**src/hdl/ecc_pkg.sv**
```systemverilog
// Shared types, constants and microcode program of the Euler circuit checker.
`default_nettype none
package ecc_pkg;

    // Fixed field widths
    localparam int FUNC_W      = 1;
    localparam int VERTEX_W    = 7;
    localparam int STATUS_W    = 2;
    localparam int TOTAL_W     = 9;
    localparam int CFG_IDX_W   = 1;
    localparam int CFG_DATA_W  = 7;
    localparam int S_TDATA_W   = 16;
    localparam int M_TDATA_W   = 16;

    // Default sizes
    localparam int MAX_VERTICES_DEF = 64;
    localparam int MAX_EDGES_DEF    = 256;

    // Register indexes
    localparam logic [CFG_IDX_W-1:0] REG_DIRECTED     = 1'd0;
    localparam logic [CFG_IDX_W-1:0] REG_VERTEX_COUNT = 1'd1;
    localparam logic [CFG_DATA_W-1:0] VERTEX_COUNT_RST = 7'd64;

    // Input function codes
    localparam logic [FUNC_W-1:0] FUNC_ADD  = 1'b0;
    localparam logic [FUNC_W-1:0] FUNC_EVAL = 1'b1;

    // Result status codes
    localparam logic [STATUS_W-1:0] STAT_STORED = 2'd0;
    localparam logic [STATUS_W-1:0] STAT_FULL   = 2'd1;
    localparam logic [STATUS_W-1:0] STAT_BAD    = 2'd2;
    localparam logic [STATUS_W-1:0] STAT_EVAL   = 2'd3;

    // Datapath actions, one per control word
    typedef enum logic [3:0] {
        ACT_IDLE,   // take words, add edges
        ACT_NONE,
        ACT_INIT,   // clear counters and grew flag, set ok flags, seed vertex 1
        ACT_CLR,    // zero one balance entry
        ACT_ERD,    // read edge at edge counter
        ACT_RDA,    // read balance of edge start
        ACT_WRA,    // bump start balance, read end balance
        ACT_WRB,    // drop end balance, next edge
        ACT_WINIT,  // start a walk pass
        ACT_WALK,   // spread reach over one edge
        ACT_CINIT,  // start the vertex check
        ACT_BRD,    // read balance of checked vertex
        ACT_CHK,    // fold one vertex into the flags
        ACT_DONE    // hand the result to the output
    } act_t;

    // Jump conditions
    typedef enum logic [2:0] {
        C_NEVER,
        C_ALWAYS,
        C_NO_EVAL,
        C_EDONE,
        C_VMORE,
        C_GREW,
        C_OUT_BUSY
    } cond_t;

    localparam int PC_W = 4;

    typedef struct packed {
        act_t            act;
        cond_t           cond;
        logic [PC_W-1:0] target;
    } ctrl_t;

    // Status from the datapath for the sequencer
    typedef struct packed {
        logic edone;
        logic vmore;
        logic grew;
    } dp_stat_t;

    typedef struct packed {
        dp_stat_t dp;
        logic     out_busy;
        logic     eval_acc;
    } seq_flags_t;

    // One result word
    typedef struct packed {
        logic [STATUS_W-1:0] status;
        logic                eulerian;
        logic                connected;
        logic                degrees_ok;
        logic [TOTAL_W-1:0]  edge_total;
    } res_t;

    // Program step addresses
    localparam logic [PC_W-1:0] STEP_IDLE   = 4'd0;
    localparam logic [PC_W-1:0] STEP_INIT   = 4'd1;
    localparam logic [PC_W-1:0] STEP_CLR    = 4'd2;
    localparam logic [PC_W-1:0] STEP_DHEAD  = 4'd3;
    localparam logic [PC_W-1:0] STEP_DRDA   = 4'd4;
    localparam logic [PC_W-1:0] STEP_DWRA   = 4'd5;
    localparam logic [PC_W-1:0] STEP_DWRB   = 4'd6;
    localparam logic [PC_W-1:0] STEP_WINIT  = 4'd7;
    localparam logic [PC_W-1:0] STEP_WHEAD  = 4'd8;
    localparam logic [PC_W-1:0] STEP_WEVAL  = 4'd9;
    localparam logic [PC_W-1:0] STEP_WEND   = 4'd10;
    localparam logic [PC_W-1:0] STEP_CINIT  = 4'd11;
    localparam logic [PC_W-1:0] STEP_CRD    = 4'd12;
    localparam logic [PC_W-1:0] STEP_CEVAL  = 4'd13;
    localparam logic [PC_W-1:0] STEP_FINISH = 4'd14;
    localparam logic [PC_W-1:0] STEP_RETURN = 4'd15;

    function automatic ctrl_t cw(act_t a, cond_t c, logic [PC_W-1:0] t);
        ctrl_t w;
        w.act    = a;
        w.cond   = c;
        w.target = t;
        return w;
    endfunction

    // Control store: jump to target when the condition holds, else step on
    function automatic ctrl_t ucode(logic [PC_W-1:0] pc);
        ctrl_t w;
        case (pc)
            STEP_IDLE:   w = cw(ACT_IDLE,  C_NO_EVAL,  STEP_IDLE);
            STEP_INIT:   w = cw(ACT_INIT,  C_NEVER,    STEP_IDLE);
            STEP_CLR:    w = cw(ACT_CLR,   C_VMORE,    STEP_CLR);
            STEP_DHEAD:  w = cw(ACT_ERD,   C_EDONE,    STEP_WINIT);
            STEP_DRDA:   w = cw(ACT_RDA,   C_NEVER,    STEP_IDLE);
            STEP_DWRA:   w = cw(ACT_WRA,   C_NEVER,    STEP_IDLE);
            STEP_DWRB:   w = cw(ACT_WRB,   C_ALWAYS,   STEP_DHEAD);
            STEP_WINIT:  w = cw(ACT_WINIT, C_NEVER,    STEP_IDLE);
            STEP_WHEAD:  w = cw(ACT_ERD,   C_EDONE,    STEP_WEND);
            STEP_WEVAL:  w = cw(ACT_WALK,  C_ALWAYS,   STEP_WHEAD);
            STEP_WEND:   w = cw(ACT_NONE,  C_GREW,     STEP_WINIT);
            STEP_CINIT:  w = cw(ACT_CINIT, C_NEVER,    STEP_IDLE);
            STEP_CRD:    w = cw(ACT_BRD,   C_NEVER,    STEP_IDLE);
            STEP_CEVAL:  w = cw(ACT_CHK,   C_VMORE,    STEP_CRD);
            STEP_FINISH: w = cw(ACT_DONE,  C_OUT_BUSY, STEP_FINISH);
            STEP_RETURN: w = cw(ACT_NONE,  C_ALWAYS,   STEP_IDLE);
            default:     w = cw(ACT_NONE,  C_ALWAYS,   STEP_IDLE);
        endcase
        return w;
    endfunction

endpackage
`default_nettype wire

```
**src/hdl/euler_circuit_check.sv**
```systemverilog
// Top level of the Euler circuit checker: ports, registers, output stage.
//
// Words on the s_ channel either add an edge (s_tuser = 0, vertices
// numbered from 1 in s_tdata) or ask for an evaluation (s_tuser = 1).
// Each word gives exactly one word on the m_ channel: the status in
// m_tuser and the flags and stored edge count in m_tdata.
// An add-edge word's result sits in the output register on the next
// cycle; edges load one per cycle while the receiver keeps up.
// An evaluation runs a microcoded program over the edge store and the
// balance store: it clears the balance entries, sums the balances over
// the stored edges, repeats reach passes until one adds no vertex (at
// most n passes for n vertices in use) and checks each vertex; the next
// word is taken only after the result is loaded and the program is idle.
// The user must write registers (directed, vertex_count) through the cfg
// port only while the block is idle; the block does not enforce it.
// Reset empties the edge store, sets the registers to undirected with 64
// vertices and drops any pending result. A stalled receiver holds the
// result; one more add-edge word is taken only once the output register
// is free or being taken.
`default_nettype none
module euler_circuit_check #(
    parameter int MAX_VERTICES = ecc_pkg::MAX_VERTICES_DEF,
    parameter int MAX_EDGES    = ecc_pkg::MAX_EDGES_DEF
) (
    input  wire logic                           aclk,
    input  wire logic                           aresetn,
    // configuration writes
    input  wire logic                           cfg_wen,
    input  wire logic [ecc_pkg::CFG_IDX_W-1:0]  cfg_idx,
    input  wire logic [ecc_pkg::CFG_DATA_W-1:0] cfg_wdata,
    // input words
    input  wire logic                           s_tvalid,
    output logic                                s_tready,
    input  wire logic [ecc_pkg::S_TDATA_W-1:0]  s_tdata,  // first_vertex, second_vertex
    input  wire logic                           s_tuser,  // func
    // result words
    output logic                                m_tvalid,
    input  wire logic                           m_tready,
    output logic      [ecc_pkg::M_TDATA_W-1:0]  m_tdata,  // eulerian, connected,
                                                          // degrees_ok, edge_total
    output logic      [ecc_pkg::STATUS_W-1:0]   m_tuser   // status
);
    import ecc_pkg::*;

    localparam int VCW = $clog2(MAX_VERTICES + 1);

    logic                  directed_reg;
    logic [CFG_DATA_W-1:0] vcount_reg;
    logic [VCW-1:0]        n_active;

    logic                  m_valid_reg;
    res_t                  res_reg;

    ctrl_t                 ctrl;
    seq_flags_t            flags;
    dp_stat_t              dp_stat;
    res_t                  res;
    logic                  out_busy, accept, add_req, load;
    logic [VERTEX_W-1:0]   first_vertex, second_vertex;

    assign first_vertex  = s_tdata[VERTEX_W-1:0];
    assign second_vertex = s_tdata[2*VERTEX_W-1:VERTEX_W];

    // configuration registers
    always_ff @(posedge aclk) begin
        if (!aresetn) begin
            directed_reg <= 1'b0;
            vcount_reg   <= VERTEX_COUNT_RST;
        end else if (cfg_wen) begin
            case (cfg_idx)
                REG_DIRECTED:     directed_reg <= cfg_wdata[0];
                REG_VERTEX_COUNT: vcount_reg   <= cfg_wdata;
                default:          directed_reg <= directed_reg;
            endcase
        end
    end

    // vertices in use: zero acts as one, clipped to the store size
    always_comb begin
        if (vcount_reg == '0) begin
            n_active = VCW'(1);
        end else if (32'(vcount_reg) > MAX_VERTICES) begin
            n_active = VCW'(MAX_VERTICES);
        end else begin
            n_active = VCW'(vcount_reg);
        end
    end

    // handshakes
    assign out_busy = m_valid_reg && !m_tready;
    assign s_tready = (ctrl.act == ACT_IDLE) && !out_busy;
    assign accept   = s_tvalid && s_tready;
    assign add_req  = accept && (s_tuser == FUNC_ADD);
    assign load     = add_req || ((ctrl.act == ACT_DONE) && !out_busy);

    assign flags.dp       = dp_stat;
    assign flags.out_busy = out_busy;
    assign flags.eval_acc = accept && (s_tuser == FUNC_EVAL);

    ecc_seq u_seq (
        .aclk    (aclk),
        .aresetn (aresetn),
        .flags   (flags),
        .ctrl    (ctrl)
    );

    ecc_datapath #(
        .MAX_VERTICES (MAX_VERTICES),
        .MAX_EDGES    (MAX_EDGES),
        .VCW          (VCW)
    ) u_datapath (
        .aclk          (aclk),
        .aresetn       (aresetn),
        .act           (ctrl.act),
        .add_req       (add_req),
        .first_vertex  (first_vertex),
        .second_vertex (second_vertex),
        .directed      (directed_reg),
        .n_active      (n_active),
        .stat          (dp_stat),
        .res           (res)
    );

    // output register
    always_ff @(posedge aclk) begin
        if (!aresetn) begin
            m_valid_reg <= 1'b0;
        end else if (load) begin
            m_valid_reg <= 1'b1;
        end else if (m_tready) begin
            m_valid_reg <= 1'b0;
        end
        if (load) begin
            res_reg <= res;
        end
    end

    assign m_tvalid = m_valid_reg;
    assign m_tuser  = res_reg.status;
    assign m_tdata  = M_TDATA_W'({res_reg.edge_total, res_reg.degrees_ok,
                                  res_reg.connected, res_reg.eulerian});

endmodule
`default_nettype wire

```
**src/hdl/ecc_ram.sv**
```systemverilog
// Generic simple dual-port RAM with registered read.
`default_nettype none
module ecc_ram #(
    parameter int WIDTH = 8,
    parameter int DEPTH = 16,
    parameter int AW    = (DEPTH > 1) ? $clog2(DEPTH) : 1
) (
    input  wire logic             aclk,
    input  wire logic             we,
    input  wire logic [AW-1:0]    waddr,
    input  wire logic [WIDTH-1:0] wdata,
    input  wire logic             re,
    input  wire logic [AW-1:0]    raddr,
    output logic      [WIDTH-1:0] rdata
);

    logic [WIDTH-1:0] mem [DEPTH];

    // write port, read port returns old data on a collision
    always_ff @(posedge aclk) begin
        if (we) begin
            mem[waddr] <= wdata;
        end
        if (re) begin
            rdata <= mem[raddr];
        end
    end

endmodule
`default_nettype wire

```
**src/hdl/ecc_seq.sv**
```systemverilog
// Microcode sequencer: step counter, control store and conditional jumps.
`default_nettype none
module ecc_seq (
    input  wire logic                aclk,
    input  wire logic                aresetn,
    input  wire ecc_pkg::seq_flags_t flags,
    output ecc_pkg::ctrl_t           ctrl
);
    import ecc_pkg::*;

    logic [PC_W-1:0] pc_reg;
    logic [PC_W-1:0] pc_next;
    logic            take;

    assign ctrl = ucode(pc_reg);

    // condition select
    always_comb begin
        case (ctrl.cond)
            C_NEVER:    take = 1'b0;
            C_ALWAYS:   take = 1'b1;
            C_NO_EVAL:  take = !flags.eval_acc;
            C_EDONE:    take = flags.dp.edone;
            C_VMORE:    take = flags.dp.vmore;
            C_GREW:     take = flags.dp.grew;
            C_OUT_BUSY: take = flags.out_busy;
            default:    take = 1'b0;
        endcase
        pc_next = take ? ctrl.target : pc_reg + 1'b1;
    end

    always_ff @(posedge aclk) begin
        if (!aresetn) begin
            pc_reg <= STEP_IDLE;
        end else begin
            pc_reg <= pc_next;
        end
    end

endmodule
`default_nettype wire

```
**src/hdl/ecc_datapath.sv**
```systemverilog
// Datapath: edge store, balance store, reach set, counters and result flags.
`default_nettype none
module ecc_datapath #(
    parameter int MAX_VERTICES = ecc_pkg::MAX_VERTICES_DEF,
    parameter int MAX_EDGES    = ecc_pkg::MAX_EDGES_DEF,
    parameter int VCW          = $clog2(MAX_VERTICES + 1)
) (
    input  wire logic                         aclk,
    input  wire logic                         aresetn,
    input  wire ecc_pkg::act_t                act,
    input  wire logic                         add_req,
    input  wire logic [ecc_pkg::VERTEX_W-1:0] first_vertex,
    input  wire logic [ecc_pkg::VERTEX_W-1:0] second_vertex,
    input  wire logic                         directed,
    input  wire logic [VCW-1:0]               n_active,
    output ecc_pkg::dp_stat_t                 stat,
    output ecc_pkg::res_t                     res
);
    import ecc_pkg::*;

    localparam int VW  = (MAX_VERTICES > 1) ? $clog2(MAX_VERTICES) : 1;
    localparam int EW  = $clog2(MAX_EDGES + 1);
    localparam int EAW = (MAX_EDGES > 1) ? $clog2(MAX_EDGES) : 1;
    localparam int BW  = EW + 1;

    logic [EW-1:0]           stored_reg;
    logic [EW-1:0]           ecnt_reg;
    logic [VW-1:0]           vcnt_reg;
    logic [MAX_VERTICES-1:0] reached_reg;
    logic                    grew_reg;
    logic                    deg_ok_reg;
    logic                    conn_ok_reg;

    logic [2*VW-1:0] edge_rd;
    logic [VW-1:0]   ea, eb;
    logic            e_in, e_use, ra, rb;
    logic            bad, full, add_ok;
    logic            edge_re;

    logic            bal_we, bal_re;
    logic [VW-1:0]   bal_waddr, bal_raddr;
    logic [BW-1:0]   bal_wdata, bal_rd;
    logic            vert_ok;
    res_t            add_res, eval_res;

    // add-edge checks
    assign bad = (first_vertex == '0) || (second_vertex == '0)
              || (32'(first_vertex) > 32'(n_active))
              || (32'(second_vertex) > 32'(n_active));
    assign full   = (32'(stored_reg) == MAX_EDGES);
    assign add_ok = add_req && !bad && !full;

    // edge store: start vertex low, end vertex high, both 0-based
    assign edge_re = (act == ACT_ERD) && !stat.edone;

    ecc_ram #(
        .WIDTH (2 * VW),
        .DEPTH (MAX_EDGES),
        .AW    (EAW)
    ) u_edge_ram (
        .aclk  (aclk),
        .we    (add_ok),
        .waddr (stored_reg[EAW-1:0]),
        .wdata ({VW'(second_vertex - 7'd1), VW'(first_vertex - 7'd1)}),
        .re    (edge_re),
        .raddr (ecnt_reg[EAW-1:0]),
        .rdata (edge_rd)
    );

    assign ea    = edge_rd[VW-1:0];
    assign eb    = edge_rd[2*VW-1:VW];
    assign e_in  = (VCW'(ea) < n_active) && (VCW'(eb) < n_active);
    assign e_use = e_in && (ea != eb);
    assign ra    = reached_reg[ea];
    assign rb    = reached_reg[eb];

    // balance store: out minus in per vertex; self-loops leave it alone
    always_comb begin
        bal_we    = 1'b0;
        bal_waddr = vcnt_reg;
        bal_wdata = '0;
        bal_re    = 1'b0;
        bal_raddr = vcnt_reg;
        case (act)
            ACT_CLR: begin
                bal_we = 1'b1;
            end
            ACT_RDA: begin
                bal_re    = 1'b1;
                bal_raddr = ea;
            end
            ACT_WRA: begin
                bal_we    = e_use;
                bal_waddr = ea;
                bal_wdata = bal_rd + 1'b1;
                bal_re    = 1'b1;
                bal_raddr = eb;
            end
            ACT_WRB: begin
                bal_we    = e_use;
                bal_waddr = eb;
                bal_wdata = bal_rd - 1'b1;
            end
            ACT_BRD: begin
                bal_re = 1'b1;
            end
            default: begin
                bal_we = 1'b0;
            end
        endcase
    end

    ecc_ram #(
        .WIDTH (BW),
        .DEPTH (MAX_VERTICES),
        .AW    (VW)
    ) u_bal_ram (
        .aclk  (aclk),
        .we    (bal_we),
        .waddr (bal_waddr),
        .wdata (bal_wdata),
        .re    (bal_re),
        .raddr (bal_raddr),
        .rdata (bal_rd)
    );

    // directed: balanced; undirected: even degree is even balance
    assign vert_ok = directed ? (bal_rd == '0) : !bal_rd[0];

    // counters, reach set and flags
    always_ff @(posedge aclk) begin
        if (!aresetn) begin
            stored_reg  <= '0;
            ecnt_reg    <= '0;
            vcnt_reg    <= '0;
            grew_reg    <= 1'b0;
            deg_ok_reg  <= 1'b0;
            conn_ok_reg <= 1'b0;
        end else begin
            case (act)
                ACT_IDLE: begin
                    if (add_ok) begin
                        stored_reg <= stored_reg + 1'b1;
                    end
                end
                ACT_INIT: begin
                    ecnt_reg    <= '0;
                    vcnt_reg    <= '0;
                    reached_reg <= MAX_VERTICES'(1);
                    grew_reg    <= 1'b0;
                    deg_ok_reg  <= 1'b1;
                    conn_ok_reg <= 1'b1;
                end
                ACT_CLR: begin
                    vcnt_reg <= vcnt_reg + 1'b1;
                end
                ACT_WRB: begin
                    ecnt_reg <= ecnt_reg + 1'b1;
                end
                ACT_WINIT: begin
                    ecnt_reg <= '0;
                    grew_reg <= 1'b0;
                end
                ACT_WALK: begin
                    ecnt_reg <= ecnt_reg + 1'b1;
                    if (e_in && ra && !rb) begin
                        reached_reg[eb] <= 1'b1;
                        grew_reg        <= 1'b1;
                    end
                    if (e_in && !directed && rb && !ra) begin
                        reached_reg[ea] <= 1'b1;
                        grew_reg        <= 1'b1;
                    end
                end
                ACT_CINIT: begin
                    vcnt_reg <= '0;
                end
                ACT_CHK: begin
                    vcnt_reg    <= vcnt_reg + 1'b1;
                    deg_ok_reg  <= deg_ok_reg && vert_ok;
                    conn_ok_reg <= conn_ok_reg && reached_reg[vcnt_reg];
                end
                default: begin
                    grew_reg <= grew_reg;
                end
            endcase
        end
    end

    // status for the sequencer
    assign stat.edone = (ecnt_reg == stored_reg);
    assign stat.vmore = (VCW'(vcnt_reg) != n_active - 1'b1);
    assign stat.grew  = grew_reg;

    // result words
    always_comb begin
        add_res.status     = bad ? STAT_BAD : (full ? STAT_FULL : STAT_STORED);
        add_res.eulerian   = 1'b0;
        add_res.connected  = 1'b0;
        add_res.degrees_ok = 1'b0;
        add_res.edge_total = add_ok ? TOTAL_W'(stored_reg + 1'b1) : TOTAL_W'(stored_reg);

        eval_res.status     = STAT_EVAL;
        eval_res.eulerian   = conn_ok_reg && deg_ok_reg;
        eval_res.connected  = conn_ok_reg;
        eval_res.degrees_ok = deg_ok_reg;
        eval_res.edge_total = TOTAL_W'(stored_reg);
    end

    assign res = (act == ACT_DONE) ? eval_res : add_res;

endmodule
`default_nettype wire

```
**config.mk**
```make
export PLATFORM = sky130hd
export DESIGN_NAME = euler_circuit_check
export DESIGN_NICKNAME = d
export VERILOG_FILES = /design/src/hdl/ecc_pkg.sv /design/src/hdl/euler_circuit_check.sv /design/src/hdl/ecc_ram.sv /design/src/hdl/ecc_seq.sv /design/src/hdl/ecc_datapath.sv
export SDC_FILE = /design/constraint.sdc
export NUM_CORES = 2
export LEC_CHECK = 0
export ABC_CLOCK_PERIOD_IN_PS = 15200
export BUFFER_PORTS_ARGS = -buffer_cell sky130_fd_sc_hd__clkbuf_2
export CAP_MARGIN = 20
export CORE_ASPECT_RATIO = 0.5
export CORE_MARGIN = 5
export CORE_UTILIZATION = 40
export CTS_BUF_LIST = sky130_fd_sc_hd__clkbuf_2 sky130_fd_sc_hd__clkbuf_4 sky130_fd_sc_hd__clkbuf_8
export DETAILED_ROUTE_END_ITERATION = 10
export GPL_TIMING_DRIVEN = 0
export SLEW_MARGIN = 20
export SYNTH_ARGS = -nofsm -noshare
export SYNTH_HDL_FRONTEND = slang
export SYNTH_SLANG_ARGS = --single-unit
```
**constraint.sdc**
```tcl
create_clock -name aclk -period 15.2 [get_ports aclk]
set_input_delay 2.28 -clock aclk [delete_from_list [all_inputs] [get_ports aclk]]
set_output_delay 2.28 -clock aclk [all_outputs]
set_load 0.05 [all_outputs]
```
==> metrics.md <==
| Metric | Value |
|---|---|
| Status | complete, no violations |
| Critical path capture point type | flip-flop |
| Total CTS buffers | 570 |
| Area of the core | 0.381 mm^2 |
| Grt ovf | 0 |
| Pwr/cell area | between 100 and 150 mW/mm^2 |
| H-Tree Depth | 6 |
| RSZ-0062 raised after global routing | no |
| Clock-pin slew on the worst setup and hold paths | 0.06 ns |
| Warning count from the yosys run | 0 |
| Chip width | 886 um |
| Worst Setup SP | s_tdata[0] |
| Die height | 448 um |
| GPL Wtd Cong | 0.915 |
| Setup Viol. Count Final | 0 |
| Critical path class | input port to flip-flop |
| Register-to-Register Path Depth | 12 |
| Fin cells | about 13000 |
| Fin. max-slew vios | 0 |
| Hold crit path type | flip-flop to flip-flop |
| Synth Flop Type | edfxtp_1 |
| Mapped Cells | 6986 |
| Post-CTS setup repair buffer count | 0 |
| Mapped cell area | approximately 0.15 mm^2 |
| Reg-to-reg endpoint | u_datapath.u_edge_ram.mem[81][8] |
| Post-Route Skew | 0.109 ns |
| Distinct cells, synth | 76 |
| Residual DRC | 0 |
| TritonCTS clock tree | done |
| Die area | between 0.3 and 0.4 mm^2 |
| Largest net degree at the start of global routing | 118 |
| Leak pwr | 52.6 nW |
| Relative slew slack | 13.5% |
| Starting DRC count in detailed routing | between 10000 and 15000 |
| Pre-Repair DR Iteration Count | 7 |
| Vias | around 80000 |
| Slowest library cell on the worst path | nor2_2 |
| Max-cap violation count | 0 |
| Clk Latency, worst-skew pair | 1.12 ns |
| Arr. time, crit path | 6.95 ns |
| Synthesized area per cell | 21.9 um^2 |
| Crit path required time | around 16 ns |
| Pre-CTS setup slack | around 7.9 ns |
| TNS Setup | 0 ns |
| FF-to-FF setup slack | 9.07 ns |
| Port buffer count | 40 |
| Final Hold Vio Count | 0 |
| Final net count | 8027 |
| I/O Pins | 50 |
| Rows | 160 |
| Max reg flops | 3072 |
| Post-route cell area | approximately 0.18 mm^2 |
| #FFs+latches synth | 3863 |
| Reg2reg start | u_datapath.stored_reg[4] |
| First-pass GRT wire length | approximately 600000 um |
| Initial antenna violation count | 27 |
| Tmin final | between 6 and 7 ns |
| Filler cells | 31400 |
| Cts repair resizes | 0 |
| CP startpoint kind | input port |
| Antenna-violating nets left | 0 |
| Clock sink total | slightly below 4000 |
| Area of the multi-input gates | ~0.037 mm^2 |
| Initial Util | 40.2% |
| Cells after DPL | 12500 |
| GRT Total Usage | a little over a fifth |
| Routed Wire Length | 430000 um |
| Clock tree root buffer cell | clkbuf_8 |
| Worst-Margin Slew | 1.29 ns |
| Total power | between 20 and 25 mW |
| Sequential Area | 0.115 mm^2 |
| Crit-path max cell delay | 0.77 ns |
| FFs w/ async S/R, synth | 0% |
| Worst setup margin | 8.93 ns |
| Post-synth EDFFs | 3812 |
| Max IR drop VDD | just over 0.00008 V |
| Via density | 5.85 |
| Placed instance area | 0.166 mm^2 |
| Final Cycle Share | 41.2% |
| Share of layout cells above drive strength 1 | about 37% |
| Sequential fraction of the synthesis area | ~75% |
| Most Frequent Cell on Critical Path | o21a_1 |
| Worst path cell trace | clkbuf_2 -> inv_8 -> ha_1 -> nor2b_1 -> o21a_1 -> o21a_1 -> o21a_1 -> o21ai_0 -> a21o_1 -> clkbuf_1 -> and2_1 -> buf_2 -> nand3_2 -> clkbuf_4 -> nor2_2 |
| Area Overhead vs Synth | 15.5% |
| Vias in the first global route | 78400 |
| DPL Wire Length | 295000 um |
| Crit path capture | u_datapath.u_edge_ram.mem[81][8] |
| Highest fanout seen on the critical path | 60 |
| FMAX | between 150 and 200 MHz |
| Drt wl/cell | between 30 and 40 um |
| Cts hold-fix bufs | 0 |
| Clk buf depth | 4 |
-- critical path, delay by kind of cell --
family / cells / cell delay [ns]
and+or+nand+nor: 4 / 1.68
adders and majority gates: 1 / 0.22
buffers and inverters: 5 / 1.91
AOI/OAI and AO/OA: 5 / 0.77
-- how the worst min path moves through the flow --
stage / start / to / slack [ns] / depth (start not counted)
6_report: u_datapath.grew_reg / u_datapath.grew_reg / 0.51 / 2
3_3_place_gp: u_datapath.grew_reg / u_datapath.grew_reg / 0.48 / 2
3_5_place_dp: u_datapath.grew_reg / u_datapath.grew_reg / 0.48 / 2
4_1_cts: u_datapath.grew_reg / u_datapath.grew_reg / 0.50 / 2
5_1_grt: u_datapath.grew_reg / u_datapath.grew_reg / 0.53 / 2
2_1_floorplan: u_datapath.grew_reg / u_datapath.grew_reg / 0.44 / 2
-- per-layer routing --
layer | wire length [um] | track usage, % | up-vias
met1 | 173000 | 29.7 | 42400
met3 | 41900 | 5.21 | 774
met2 | 200000 | 32.9 | 4060
met4 | 15300 | 7.34 | 8
li1 | - | - | 31600
met5 | 54 | 0 | -
-- power breakdown --
| group | total (mW) | internal (mW) | switching [mW] |
|---|---|---|---|
| logic | 1.41 | 0.447 | 0.961 |
| registers | 11.9 | 11.8 | 0.0603 |
| clock network | 8.29 | 4.28 | 4.01 |
-- layout make-up --
cell class,count,share of cell area (%)
sequential,3863,65.2
multi-input combinational,2655,21.0
buffer,432,1.12
antenna,16,0.0226
inverter,39,0.0997
tap,5103,3.61
timing repair buffer,389,2.77
clock buffer,806,5.52
clock inverter,176,0.609
-- cells in the final DEF, fill, tap and decap left out, drive strengths merged, types with 7 or more instances in the layout --
cell type  Yosys  final
a211oi        18     18
a21oi        130    130
a221oi        12     12
a31oi         47     47
and2          16     16
and3          23     23
buf          210    558
bufinv         0      8
clkbuf       222   1069
clkinv         1    141
clkinvlp       0     14
dfxtp         51     51
diode          0     16
edfxtp      3812   3812
ha            46     46
inv           38     52
mux2          17     17
mux2i         87     87
mux4        1210   1210
nand2        179    179
nand2b        20     20
nand3         75     75
nand3b        12     12
nand4         13     13
nor2         277    277
nor2b         17     17
nor3         183    183
nor4          14     14
o211ai         7      7
o21a          14     14
o21ai         42     42
o221ai        15     15
o22a          12     12
o22ai         31     31
xnor2         26     26
xor2          22     22
-- cell families (layout without fill, tap and decap cells) --
family / Yosys count / after routing / synth area share, %
adders and majority gates: 47 / 47 / 0.388
AOI/OAI and AO/OA: 379 / 379 / 1.60
DFF: 3863 / 3863 / 75.3
buffers and inverters: 471 / 1842 / 1.33
and+or+nand+nor: 863 / 863 / 2.62
muxes: 1314 / 1314 / 18.5
xor gates and xnor gates: 48 / 48 / 0.274
other: 1 / 20 / 0.00245
-- metrics by stage --
step / hold slack (ns) / utilization [%]
final: 0.511 / 46.5
after global routing: 0.532 / 46.5
after CTS: 0.498 / 46.4
after detailed placement: 0.483 / 43.6
after global placement: 0.483 / 42.0
after floorplan: 0.441 / -
-- synth_stat cells, types with 12 or more instances --
cell type  count  area, um^2
xnor2_1       26         228
nor2_1       275        1030
nand2b_1      20         125
a31oi_1       45         282
o21ai_0       41         205
buf_4         20         150
o22a_1        12         105
buf_1         56         210
nor2b_1       17         106
mux4_2      1210       27300
mux2i_1       87         871
a211oi_1      17         128
o22ai_1       31         194
nor3_1       180         901
a21oi_1      129         646
inv_1         37         139
edfxtp_1    3812      114000
clkbuf_1     222         833
a221oi_1      12         105
o221ai_1      15         131
o21a_1        14         105
buf_2        130         651
and3_1        23         144
xor2_1        22         193
nand4_1       13        81.3
nand3b_1      12        90.1
and2_1        15        93.8
nand2_1      179         672
nand3_1       75         375
ha_1          46         576
dfxtp_1       51        1020
nor4_1        14        87.6
No activity file was read; power rests on OpenSTA's default activity.
